<file path="src/design/rcfd_pkg.sv">
// rcfd_pkg: shared types, constants and helpers for the remote-control frame decoder
// used by rcfd_front, rcfd_queue, rcfd_back and the top level
package rcfd_pkg;

  // frame geometry
  localparam int FRAME_BYTES_DEF = 18;

  // configuration register indexes (paddr[2])
  localparam logic REG_SPEED_LIMIT    = 1'b0;
  localparam logic REG_MOUSE_YAW_GAIN = 1'b1;

  // configuration reset values
  localparam logic [10:0] SPEED_LIMIT_RESET = 11'd800;
  localparam logic [15:0] YAW_GAIN_RESET    = 16'd256;

  // switch codes
  localparam logic [1:0] SW_INVALID = 2'd0;
  localparam logic [1:0] SW_UP      = 2'd1;
  localparam logic [1:0] SW_MID     = 2'd2;
  localparam logic [1:0] SW_DOWN    = 2'd3;

  // ramp constants
  localparam logic signed [13:0] RAMP_STEP   = 14'sd10;
  localparam logic signed [13:0] TURN_DECAY  = 14'sd20;
  localparam logic [23:0]        MOUSE_CLAMP = 24'd350;

  // floor(v / 10) = (v * DIV10_MUL) >> DIV10_SHIFT, exact for v below 43699
  localparam logic [15:0] DIV10_MUL   = 16'd52429;
  localparam int          DIV10_SHIFT = 19;

  // key bit positions
  localparam int KEY_W = 0;
  localparam int KEY_S = 1;
  localparam int KEY_A = 2;
  localparam int KEY_D = 3;
  localparam int KEY_Q = 6;
  localparam int KEY_E = 7;

  // decoded frame handed from front to back
  typedef struct packed {
    logic [10:0] ch0;
    logic [10:0] ch1;
    logic [10:0] ch2;
    logic [10:0] ch3;
    logic [1:0]  sw_left;
    logic [1:0]  sw_right;
    logic [15:0] mouse_x;
    logic [15:0] keys;
  } frame_rec_t;

  // configuration handed to the back end
  typedef struct packed {
    logic [10:0] speed_limit;
    logic [15:0] mouse_yaw_gain;
  } cfg_t;

  // symmetric clamp to [-lim, lim]
  function automatic logic signed [13:0] clamp_sym(logic signed [13:0] v,
                                                   logic signed [13:0] lim);
    logic signed [13:0] r;
    if (v > lim) begin
      r = lim;
    end else if (v < -lim) begin
      r = -lim;
    end else begin
      r = v;
    end
    return r;
  endfunction

endpackage

</file>
<file path="src/design/rc_frame_decoder_key_ramp.sv">
// rc_frame_decoder_key_ramp: top level, configuration registers and block wiring
// depends on rcfd_pkg, rcfd_front, rcfd_queue, rcfd_back
//
// Decodes a remote-control receiver frame taken one byte per cycle while not stalled
// and gives one result per completed frame: stick channels, switches, keys and three
// ramped motion commands. The byte input takes one transfer every cycle while
// item_stall is low; frame_start forces byte 0 and a frame also completes on its own
// after FRAME_BYTES bytes. The back end first computes the reception toggle, fault
// check and the mouse-gain product into registers, then applies the ramps and loads the
// result register; it takes no new frame until the last one is loaded. A two-entry
// frame queue sits between the byte assembler and the back end, so the byte input
// stalls only once two completed frames wait behind a stalled result.
// Configuration registers are at byte address 0 (speed_limit) and 4 (mouse_yaw_gain).
module rc_frame_decoder_key_ramp import rcfd_pkg::*; #(
  parameter int FRAME_BYTES = FRAME_BYTES_DEF
) (
  input  logic               clk,
  input  logic               rst,
  // configuration port
  input  logic               psel,
  input  logic               penable,
  input  logic               pwrite,
  input  logic [2:0]         paddr,
  input  logic [31:0]        pwdata,
  output logic [31:0]        prdata,
  output logic               pready,
  // byte input
  input  logic               item_valid,
  output logic               item_stall,
  input  logic [7:0]         rx_byte,
  input  logic               frame_start,
  // result output
  output logic               result_valid,
  input  logic               result_stall,
  output logic [10:0]        stick_ch0,
  output logic [10:0]        stick_ch1,
  output logic [10:0]        stick_ch2,
  output logic [10:0]        stick_ch3,
  output logic [1:0]         left_sw,
  output logic [1:0]         right_sw,
  output logic [15:0]        key_bits,
  output logic signed [11:0] forward_cmd,
  output logic signed [11:0] strafe_cmd,
  output logic signed [11:0] turn_cmd,
  output logic               frame_fault,
  output logic               rx_enabled
);

  cfg_t       cfg;
  logic       cfg_write;
  logic       accept;
  logic       push;
  logic       pop;
  logic       q_empty;
  logic       q_full;
  frame_rec_t push_rec;
  frame_rec_t head;

  // configuration registers
  assign pready    = 1'b1;
  assign cfg_write = psel && penable && pwrite && pready;

  always_ff @(posedge clk) begin
    if (rst) begin
      cfg.speed_limit    <= SPEED_LIMIT_RESET;
      cfg.mouse_yaw_gain <= YAW_GAIN_RESET;
    end else if (cfg_write) begin
      unique case (paddr[2])
        REG_SPEED_LIMIT:    cfg.speed_limit    <= pwdata[10:0];
        REG_MOUSE_YAW_GAIN: cfg.mouse_yaw_gain <= pwdata[15:0];
        default:            cfg <= cfg;
      endcase
    end
  end

  always_comb begin
    unique case (paddr[2])
      REG_SPEED_LIMIT:    prdata = {21'd0, cfg.speed_limit};
      REG_MOUSE_YAW_GAIN: prdata = {16'd0, cfg.mouse_yaw_gain};
      default:            prdata = '0;
    endcase
  end

  // byte input handshake
  assign item_stall = q_full;
  assign accept     = item_valid && !item_stall;

  rcfd_front #(
    .FRAME_BYTES (FRAME_BYTES)
  ) u_front (
    .clk         (clk),
    .rst         (rst),
    .accept      (accept),
    .rx_byte     (rx_byte),
    .frame_start (frame_start),
    .push        (push),
    .push_rec    (push_rec)
  );

  rcfd_queue u_queue (
    .clk      (clk),
    .rst      (rst),
    .push     (push),
    .push_rec (push_rec),
    .pop      (pop),
    .head     (head),
    .empty    (q_empty),
    .full     (q_full)
  );

  rcfd_back u_back (
    .clk          (clk),
    .rst          (rst),
    .cfg          (cfg),
    .head         (head),
    .empty        (q_empty),
    .pop          (pop),
    .result_valid (result_valid),
    .result_stall (result_stall),
    .stick_ch0    (stick_ch0),
    .stick_ch1    (stick_ch1),
    .stick_ch2    (stick_ch2),
    .stick_ch3    (stick_ch3),
    .left_sw      (left_sw),
    .right_sw     (right_sw),
    .key_bits     (key_bits),
    .forward_cmd  (forward_cmd),
    .strafe_cmd   (strafe_cmd),
    .turn_cmd     (turn_cmd),
    .frame_fault  (frame_fault),
    .rx_enabled   (rx_enabled)
  );

endmodule

</file>
<file path="src/design/rcfd_front.sv">
// rcfd_front: byte assembler, tracks byte position and decodes a completed frame
// depends on rcfd_pkg (frame_rec_t)
module rcfd_front import rcfd_pkg::*; #(
  parameter int FRAME_BYTES = FRAME_BYTES_DEF
) (
  input  logic       clk,
  input  logic       rst,
  input  logic       accept,
  input  logic [7:0] rx_byte,
  input  logic       frame_start,
  output logic       push,
  output frame_rec_t push_rec
);

  localparam int PosW = $clog2(FRAME_BYTES);
  localparam logic [PosW-1:0] LAST_POS = PosW'(FRAME_BYTES - 1);

  logic [PosW-1:0] pos;
  logic [PosW-1:0] pos_eff;
  logic            last;

  // kept bytes: 0..7 hold sticks, switches and mouse, 14..15 hold keys
  logic [7:0] lo_bytes [8];
  logic [7:0] key_bytes [2];
  logic [7:0] b [8];
  logic [7:0] k [2];

  assign pos_eff = frame_start ? '0 : pos;
  assign last    = (pos_eff == LAST_POS);
  assign push    = accept && last;

  // byte position, wraps after the last byte
  always_ff @(posedge clk) begin
    if (rst) begin
      pos <= '0;
    end else if (accept) begin
      pos <= last ? '0 : pos_eff + 1'b1;
    end
  end

  // store the bytes that carry decoded fields
  always_ff @(posedge clk) begin
    if (accept) begin
      for (int i = 0; i < 8; i++) begin
        if (pos_eff == PosW'(i)) lo_bytes[i] <= rx_byte;
      end
      for (int i = 0; i < 2; i++) begin
        if (pos_eff == PosW'(14 + i)) key_bytes[i] <= rx_byte;
      end
    end
  end

  // current byte overrides its stored slot on the completing transfer
  always_comb begin
    for (int i = 0; i < 8; i++) begin
      b[i] = (pos_eff == PosW'(i)) ? rx_byte : lo_bytes[i];
    end
    for (int i = 0; i < 2; i++) begin
      k[i] = (pos_eff == PosW'(14 + i)) ? rx_byte : key_bytes[i];
    end
  end

  // field decode
  always_comb begin
    push_rec.ch0      = {b[1][2:0], b[0]};
    push_rec.ch1      = {b[2][5:0], b[1][7:3]};
    push_rec.ch2      = {b[4][0], b[3], b[2][7:6]};
    push_rec.ch3      = {b[5][3:0], b[4][7:1]};
    push_rec.sw_right = b[5][5:4];
    push_rec.sw_left  = b[5][7:6];
    push_rec.mouse_x  = {b[7], b[6]};
    push_rec.keys     = {k[1], k[0]};
  end

endmodule

</file>
<file path="src/design/rcfd_queue.sv">
// rcfd_queue: two-entry queue of decoded frames between front and back
// depends on rcfd_pkg (frame_rec_t)
module rcfd_queue import rcfd_pkg::*; (
  input  logic       clk,
  input  logic       rst,
  input  logic       push,
  input  frame_rec_t push_rec,
  input  logic       pop,
  output frame_rec_t head,
  output logic       empty,
  output logic       full
);

  frame_rec_t  entries [2];
  logic        wr_ptr;
  logic        rd_ptr;
  logic [1:0]  count;

  assign empty = (count == 2'd0);
  assign full  = (count == 2'd2);
  assign head  = entries[rd_ptr];

  // storage
  always_ff @(posedge clk) begin
    if (push) entries[wr_ptr] <= push_rec;
  end

  // pointers and fill count
  always_ff @(posedge clk) begin
    if (rst) begin
      wr_ptr <= 1'b0;
      rd_ptr <= 1'b0;
      count  <= 2'd0;
    end else begin
      if (push) wr_ptr <= ~wr_ptr;
      if (pop)  rd_ptr <= ~rd_ptr;
      unique case ({push, pop})
        2'b10:   count <= count + 2'd1;
        2'b01:   count <= count - 2'd1;
        default: count <= count;
      endcase
    end
  end

endmodule

</file>
<file path="src/design/rcfd_back.sv">
// rcfd_back: reception toggle, fault check, held values, motion ramps and result register
// depends on rcfd_pkg (frame_rec_t, cfg_t, constants, clamp_sym)
module rcfd_back import rcfd_pkg::*; (
  input  logic               clk,
  input  logic               rst,
  input  cfg_t               cfg,
  input  frame_rec_t         head,
  input  logic               empty,
  output logic               pop,
  output logic               result_valid,
  input  logic               result_stall,
  output logic [10:0]        stick_ch0,
  output logic [10:0]        stick_ch1,
  output logic [10:0]        stick_ch2,
  output logic [10:0]        stick_ch3,
  output logic [1:0]         left_sw,
  output logic [1:0]         right_sw,
  output logic [15:0]        key_bits,
  output logic signed [11:0] forward_cmd,
  output logic signed [11:0] strafe_cmd,
  output logic signed [11:0] turn_cmd,
  output logic               frame_fault,
  output logic               rx_enabled
);

  // held state
  logic [1:0]  prev_sw;
  logic        enable_flag;
  logic [10:0] held_ch [4];
  logic [1:0]  held_sl;
  logic [1:0]  held_sr;
  logic [15:0] held_keys;
  logic [15:0] held_mouse;
  logic signed [11:0] fwd_ramp;
  logic signed [11:0] str_ramp;
  logic signed [11:0] trn_ramp;

  // first step registers
  logic        calc;
  logic        fault_q;
  logic [31:0] prod_q;
  logic        mouse_neg_q;
  logic [10:0] lim7_q;
  logic [10:0] lim8_q;

  // first step: toggle and fault
  logic        en;
  logic        fault;
  logic [15:0] mouse_sel;
  logic [15:0] mouse_mag;
  logic [13:0] lim_x7;
  logic [13:0] lim_x8;
  logic [29:0] div7;
  logic [29:0] div8;

  assign pop = calc ? 1'b0 : !empty;

  always_comb begin
    en = enable_flag ^ ((head.sw_right == SW_DOWN) && (prev_sw == SW_UP));
    fault = en && ((head.sw_right == SW_INVALID) || (head.sw_left == SW_INVALID));
    mouse_sel = (en && !fault) ? head.mouse_x : held_mouse;
    mouse_mag = mouse_sel[15] ? 16'(-mouse_sel) : mouse_sel;
    lim_x8 = {cfg.speed_limit, 3'b000};
    lim_x7 = lim_x8 - {3'b000, cfg.speed_limit};
    div7 = {16'd0, lim_x7} * {14'd0, DIV10_MUL};
    div8 = {16'd0, lim_x8} * {14'd0, DIV10_MUL};
  end

  always_ff @(posedge clk) begin
    if (pop) begin
      fault_q     <= fault;
      prod_q      <= {16'd0, mouse_mag} * {16'd0, cfg.mouse_yaw_gain};
      mouse_neg_q <= mouse_sel[15];
      lim7_q      <= div7[DIV10_SHIFT +: 11];
      lim8_q      <= div8[DIV10_SHIFT +: 11];
    end
  end

  // held values, updated only by a frame that passes the check
  always_ff @(posedge clk) begin
    if (rst) begin
      prev_sw     <= SW_DOWN;
      enable_flag <= 1'b1;
      for (int i = 0; i < 4; i++) held_ch[i] <= '0;
      held_sl     <= '0;
      held_sr     <= '0;
      held_keys   <= '0;
      held_mouse  <= '0;
    end else if (pop && !fault) begin
      enable_flag <= en;
      prev_sw     <= head.sw_right;
      if (en) begin
        held_ch[0] <= head.ch0;
        held_ch[1] <= head.ch1;
        held_ch[2] <= head.ch2;
        held_ch[3] <= head.ch3;
        held_sl    <= head.sw_left;
        held_sr    <= head.sw_right;
        held_keys  <= head.keys;
        held_mouse <= head.mouse_x;
      end
    end
  end

  // second step: ramps
  logic        out_free;
  logic        load;
  logic [8:0]  mterm_mag;
  logic signed [13:0] mterm;
  logic signed [13:0] lim_s;
  logic signed [13:0] lim7_s;
  logic signed [13:0] lim8_s;
  logic signed [13:0] fwd_next;
  logic signed [13:0] str_next;
  logic signed [13:0] trn_sum;
  logic signed [13:0] trn_step;
  logic signed [13:0] trn_next;
  logic kw, ks, ka, kd, kq, ke;

  assign out_free = !result_valid || !result_stall;
  assign load     = calc && out_free;

  always_comb begin
    kw = held_keys[KEY_W];
    ks = held_keys[KEY_S];
    ka = held_keys[KEY_A];
    kd = held_keys[KEY_D];
    kq = held_keys[KEY_Q];
    ke = held_keys[KEY_E];
    lim_s  = signed'({3'b000, cfg.speed_limit});
    lim7_s = signed'({3'b000, lim7_q});
    lim8_s = signed'({3'b000, lim8_q});

    // forward and strafe step then clamp, clear when not pressed one way
    if (kw ^ ks) begin
      fwd_next = clamp_sym({{2{fwd_ramp[11]}}, fwd_ramp} + (kw ? RAMP_STEP : -RAMP_STEP), lim_s);
    end else begin
      fwd_next = '0;
    end
    if (ka ^ kd) begin
      str_next = clamp_sym({{2{str_ramp[11]}}, str_ramp} + (kd ? RAMP_STEP : -RAMP_STEP),
                           lim7_s);
    end else begin
      str_next = '0;
    end

    // mouse term, magnitude clamped, sign opposite to mouse x
    mterm_mag = (prod_q[31:8] > MOUSE_CLAMP) ? MOUSE_CLAMP[8:0] : prod_q[16:8];
    mterm = mouse_neg_q ? signed'({5'd0, mterm_mag}) : -signed'({5'd0, mterm_mag});
    trn_sum = {{2{trn_ramp[11]}}, trn_ramp} + mterm;

    // q/e step, reversed with s; otherwise decay toward zero
    trn_step = (kq ^ ks) ? RAMP_STEP : -RAMP_STEP;
    priority if (kq ^ ke) begin
      trn_next = trn_sum + trn_step;
    end else if (trn_sum > 14'sd0) begin
      trn_next = (trn_sum > TURN_DECAY) ? trn_sum - TURN_DECAY : '0;
    end else if (trn_sum < 14'sd0) begin
      trn_next = (trn_sum < -TURN_DECAY) ? trn_sum + TURN_DECAY : '0;
    end else begin
      trn_next = trn_sum;
    end
    trn_next = clamp_sym(trn_next, lim8_s);
  end

  // step sequencing
  always_ff @(posedge clk) begin
    if (rst) begin
      calc <= 1'b0;
    end else if (pop) begin
      calc <= 1'b1;
    end else if (load) begin
      calc <= 1'b0;
    end
  end

  // ramp state, frozen on a dropped frame
  always_ff @(posedge clk) begin
    if (rst) begin
      fwd_ramp <= '0;
      str_ramp <= '0;
      trn_ramp <= '0;
    end else if (load && !fault_q) begin
      fwd_ramp <= fwd_next[11:0];
      str_ramp <= str_next[11:0];
      trn_ramp <= trn_next[11:0];
    end
  end

  // result register
  always_ff @(posedge clk) begin
    if (rst) begin
      result_valid <= 1'b0;
    end else if (load) begin
      result_valid <= 1'b1;
    end else if (!result_stall) begin
      result_valid <= 1'b0;
    end
  end

  always_ff @(posedge clk) begin
    if (load) begin
      stick_ch0    <= held_ch[0];
      stick_ch1    <= held_ch[1];
      stick_ch2    <= held_ch[2];
      stick_ch3    <= held_ch[3];
      left_sw      <= held_sl;
      right_sw     <= held_sr;
      key_bits     <= held_keys;
      forward_cmd  <= fault_q ? fwd_ramp : fwd_next[11:0];
      strafe_cmd   <= fault_q ? str_ramp : str_next[11:0];
      turn_cmd     <= fault_q ? trn_ramp : trn_next[11:0];
      frame_fault  <= fault_q;
      rx_enabled   <= enable_flag;
    end
  end

endmodule
</file>
<file path="config.mk">
export PLATFORM = sky130hd
export DESIGN_NAME = rc_frame_decoder_key_ramp
export DESIGN_NICKNAME = d
export VERILOG_FILES = /design/src/design/rcfd_pkg.sv /design/src/design/rc_frame_decoder_key_ramp.sv /design/src/design/rcfd_front.sv /design/src/design/rcfd_queue.sv /design/src/design/rcfd_back.sv
export SDC_FILE = /design/constraint.sdc
export NUM_CORES = 2
export LEC_CHECK = 0
export BUFFER_PORTS_ARGS = -buffer_cell sky130_fd_sc_hd__buf_4
export CAP_MARGIN = 20
export CORE_MARGIN = 2
export CORE_UTILIZATION = 55
export DETAILED_ROUTE_END_ITERATION = 10
export PLACE_DENSITY = 0.73
export SLEW_MARGIN = 20
export SYNTH_ARGS = -nofsm -noshare
export SYNTH_HDL_FRONTEND = slang
export SYNTH_SLANG_ARGS = --single-unit
</file>
<file path="constraint.sdc">
create_clock -name clk -period 25.7 [get_ports clk]
set_input_delay 1.285 -clock clk [delete_from_list [all_inputs] [get_ports clk]]
set_output_delay 1.285 -clock clk [all_outputs]
set_load 0.02 [all_outputs]
</file>
==> key figures <==
Status
  • Outcome: completed

Floorplanning
  • Core Area: 73000 um2
  • Die height: 276 um
  • Standard-cell rows: 99
  • I/O pins: 188
  • Die span in x: 276 um
  • Starting Density: 55.6%
  • Die area: 76000 um2

Worst setup path
  • CP top delay family: compound AO/OA/AOI/OAI gates
  • CP startpoint: u_back.prod_q[30]
  • Critical path type: flop to flop
  • CP Launch Type: flop
  • CP dominant cell by count: o21a_1
  • Reg-to-Reg Start: u_back.prod_q[30]
  • WP buf/inv: 2
  • Slowest CP cell: nor4_1
  • Crit path to: u_back.turn_cmd[0]
  • Crit path required time: 26.09 ns
  • CP Max Fanout: 19
  • Crit path depth: 37
  • RR Endpoint: u_back.turn_cmd[0]
  • CP arrival: 11.13 ns
  • Crit. End Element: flop
  • CP peak stage delay: 0.80 ns
  • Worst Reg2Reg Path Length in Cells: 37
  • R2R Setup Slk: 14.96 ns

Synth
  • Post-synth top area cell: edfxtp_1
  • Post-synthesis cell type count: 85
  • Synth Register Bits: 548
  • Mapped Avg Cell Area: 10.6 um2
  • Count leader, synth: inv_1
  • Seq/Total Area, Yosys: 37.7%
  • EDFF count, synth: 434
  • Top cells by count, synth: inv_1, edfxtp_1, ha_1
  • Post-Syn Instances: 3818
  • Post-synthesis cell area: 40600 um2
  • Ys Warns: 0
  • Post-synth top flop: edfxtp_1
  • Top cells by area, synth: edfxtp_1, fa_1, ha_1
  • Top cell type's share of synthesized area: 32.1%
  • Post-synthesis async set-or-reset flop share: 0%

Clock tree
  • H-Tree Depth: 2
  • CTS Sinks: 548
  • Post-CTS setup repair buffer count: 0
  • CTS max path bufs: 3
  • Hold-fix buffers, CTS: 0
  • Clk slew on worst S/H paths: 0.06 ns
  • CTS tree: yes
  • Worst-skew pair later-pin latency: 0.66 ns
  • Cts bufs inserted: 58
  • Clk root buf: clkbuf_16
  • Post-cts resize count: 0

Power
  • Sequential share of power: 37.8%
  • P_int: 1.83 mW
  • Fraction of power spent switching nets: 30.0%
  • Power share of the clock group: 34.3%
  • Maximum VDD drop: 0.0866 mV
  • Gate power share: 27.9%
  • Leak pwr: 19.2 nW
  • Pwr Density: 58.4 nW/um2
  • Psw: 0.785 mW

Global route
  • Total gr overflow: 0
  • Vias in the first global route: 27999
  • Largest net degree at the start of global routing: 66
  • Initial antenna violation count: 8
  • First-pass GRT wire length: 151000 um
  • Global Route Usage Sum: 25.3%

Layout
  • Design area: 44800 um2
  • Area Overhead vs Synth: 10.4%
  • Nets: 4701
  • Fillers: 5881
  • Layout cells sized above 1: 10.3%

Timing
  • Slew Limit Fails: 0
  • Setup Skew: 0.0649 ns
  • Fmax: 93.1 MHz
  • Worst Slack Setup Final: 14.96 ns
  • Min cycle time layout: 10.74 ns
  • TNS Setup: 0 ns
  • RSZ-0062 raised after global routing: no
  • Final setup vio count: 0
  • Final hold violation count: 0
  • Crit share post-route: 41.8%
  • Worst Tran Pin Value: 1.08 ns
  • Rel. slew slack: 27.6%

Detailed routing
  • Post-Route WL: 94500 um
  • # DRC: 0
  • Antenna Nets Post-Route: 0
  • Detailed Route Iter0 Violations: 1930
  • Vias post-DR: 27883
  • Mean number of vias per cell: 5.63
  • Pre-antenna DRT Iters: 7
  • WL/cell: 19.1 um

Placed design
  • Setup Slack @ Placement: 15.04 ns
  • PortBufs: 152
  • Post-detail-place hpwl: 69000 um
  • Placed instance area: 42800 um2
  • GPL Wtd Cong: 0.911

Hold path
  • HP Class: flop to flop
  • Hold Startpoint: u_back.held_ch[2][3]

Flow run
  • Max-cap violations: 0
-- final cells by class --
type                            count  area, um2  share of cell area [%]
Multi-Input combinational cell   2656      23000                    51.3
Clock buffer                       74       1540                    3.44
Clock inverter                     36        505                    1.13
Sequential cell                   548      15300                    34.2
Tap cell                          959       1200                    2.68
Timing Repair Buffer              193       1450                    3.23
Inverter                          481       1810                    4.03
Antenna cell                        4       10.0                  0.0223
-- registers in the layout, indices dropped and copies added (netlist names), 16 cells and up, named ones only --
signal and flops:
u_queue.entries 160, u_front.lo_bytes 64, u_back.held_ch 44, cfg 27
u_back.prod_q 24, u_back.held_keys 16, u_back.held_mouse 16, u_back.key_bits 16
u_front.key_bytes 16
-- how the worst min path moves through the flow --
stage / to / slack (ns) / depth (start not counted)
floorplan: stick_ch0[0] / 0.40 / 0
global placement: stick_ch0[6] / 0.40 / 0
detailed placement: stick_ch0[9] / 0.40 / 0
CTS: stick_ch0[5] / 0.42 / 0
global route: stick_ch1[5] / 0.42 / 0
finish: stick_ch2[3] / 0.42 / 0
-- per-stage QoR --
| step | std cells | power (mW) | hold WS, ns | util [%] |
|---|---|---|---|---|
| 2_1_floorplan | 3833 | 1.56 | 0.400 | - |
| 3_3_place_gp | 4837 | 1.71 | 0.402 | 58.6 |
| 3_5_place_dp | 4837 | 1.73 | 0.405 | 58.6 |
| 4_1_cts | 4947 | 2.64 | 0.418 | 61.4 |
| 5_1_grt | 4948 | 2.79 | 0.423 | 61.4 |
| 6_report | 4951 | 2.62 | 0.419 | 61.4 |
-- cells in the final DEF, fill, tap and decap left out, types with 14 or more instances in the layout --
cell type and instances:
conb_1 17, and2_1 96, o21ai_0 163, a31oi_1 15, o211ai_1 21, o22ai_1 14, dfxtp_1 113, inv_1 478
mux2_2 87, nor3_1 64, nand2b_1 37, nand2_1 412, nor4_1 16, a211oi_1 20, o21a_1 51, buf_4 193
nor2_1 206, a22o_1 17, nor2b_1 43, xnor2_1 92, nand3_1 39, a21oi_1 129, edfxtp_1 434, mux2i_1 110
nand4_1 23, a21o_1 29, ha_1 423, fa_1 289, xor2_1 41, clkbuf_16 58
-- power groups by stage --
| stage | sequential [mW] | clock, mW | combinational, mW |
|---|---|---|---|
| 2_1_floorplan | 1.00 | 0 | 0.561 |
| 3_3_place_gp | 1.01 | 0 | 0.708 |
| 3_5_place_dp | 1.01 | 0 | 0.726 |
| 4_1_cts | 0.988 | 0.912 | 0.739 |
| 5_1_grt | 0.988 | 0.944 | 0.856 |
| 6_report | 0.988 | 0.897 | 0.731 |
-- per-layer routing --
layer	vias to the layer above	GRT usage, %	part of all wire, %
met5	-	0	0.080
met4	12	8.09	3.1
met3	162	3.70	5.8
met2	713	42.9	48
met1	13677	33.6	43
li1	13319	-	-
-- logic make-up (layout without fill, tap and decap cells) --
group | Yosys count | in the layout | synth area share [%]
compound gates | 577 | 577 | 9.10
other cells | 2 | 21 | 0.0185
xor+xnor | 138 | 138 | 3.00
mux | 198 | 198 | 5.16
buf+inv | 629 | 784 | 6.03
flops | 548 | 548 | 37.7
fa+ha+maj | 712 | 712 | 27.3
simple gates | 1014 | 1014 | 11.7
No activity file was read; power rests on OpenSTA's default activity.
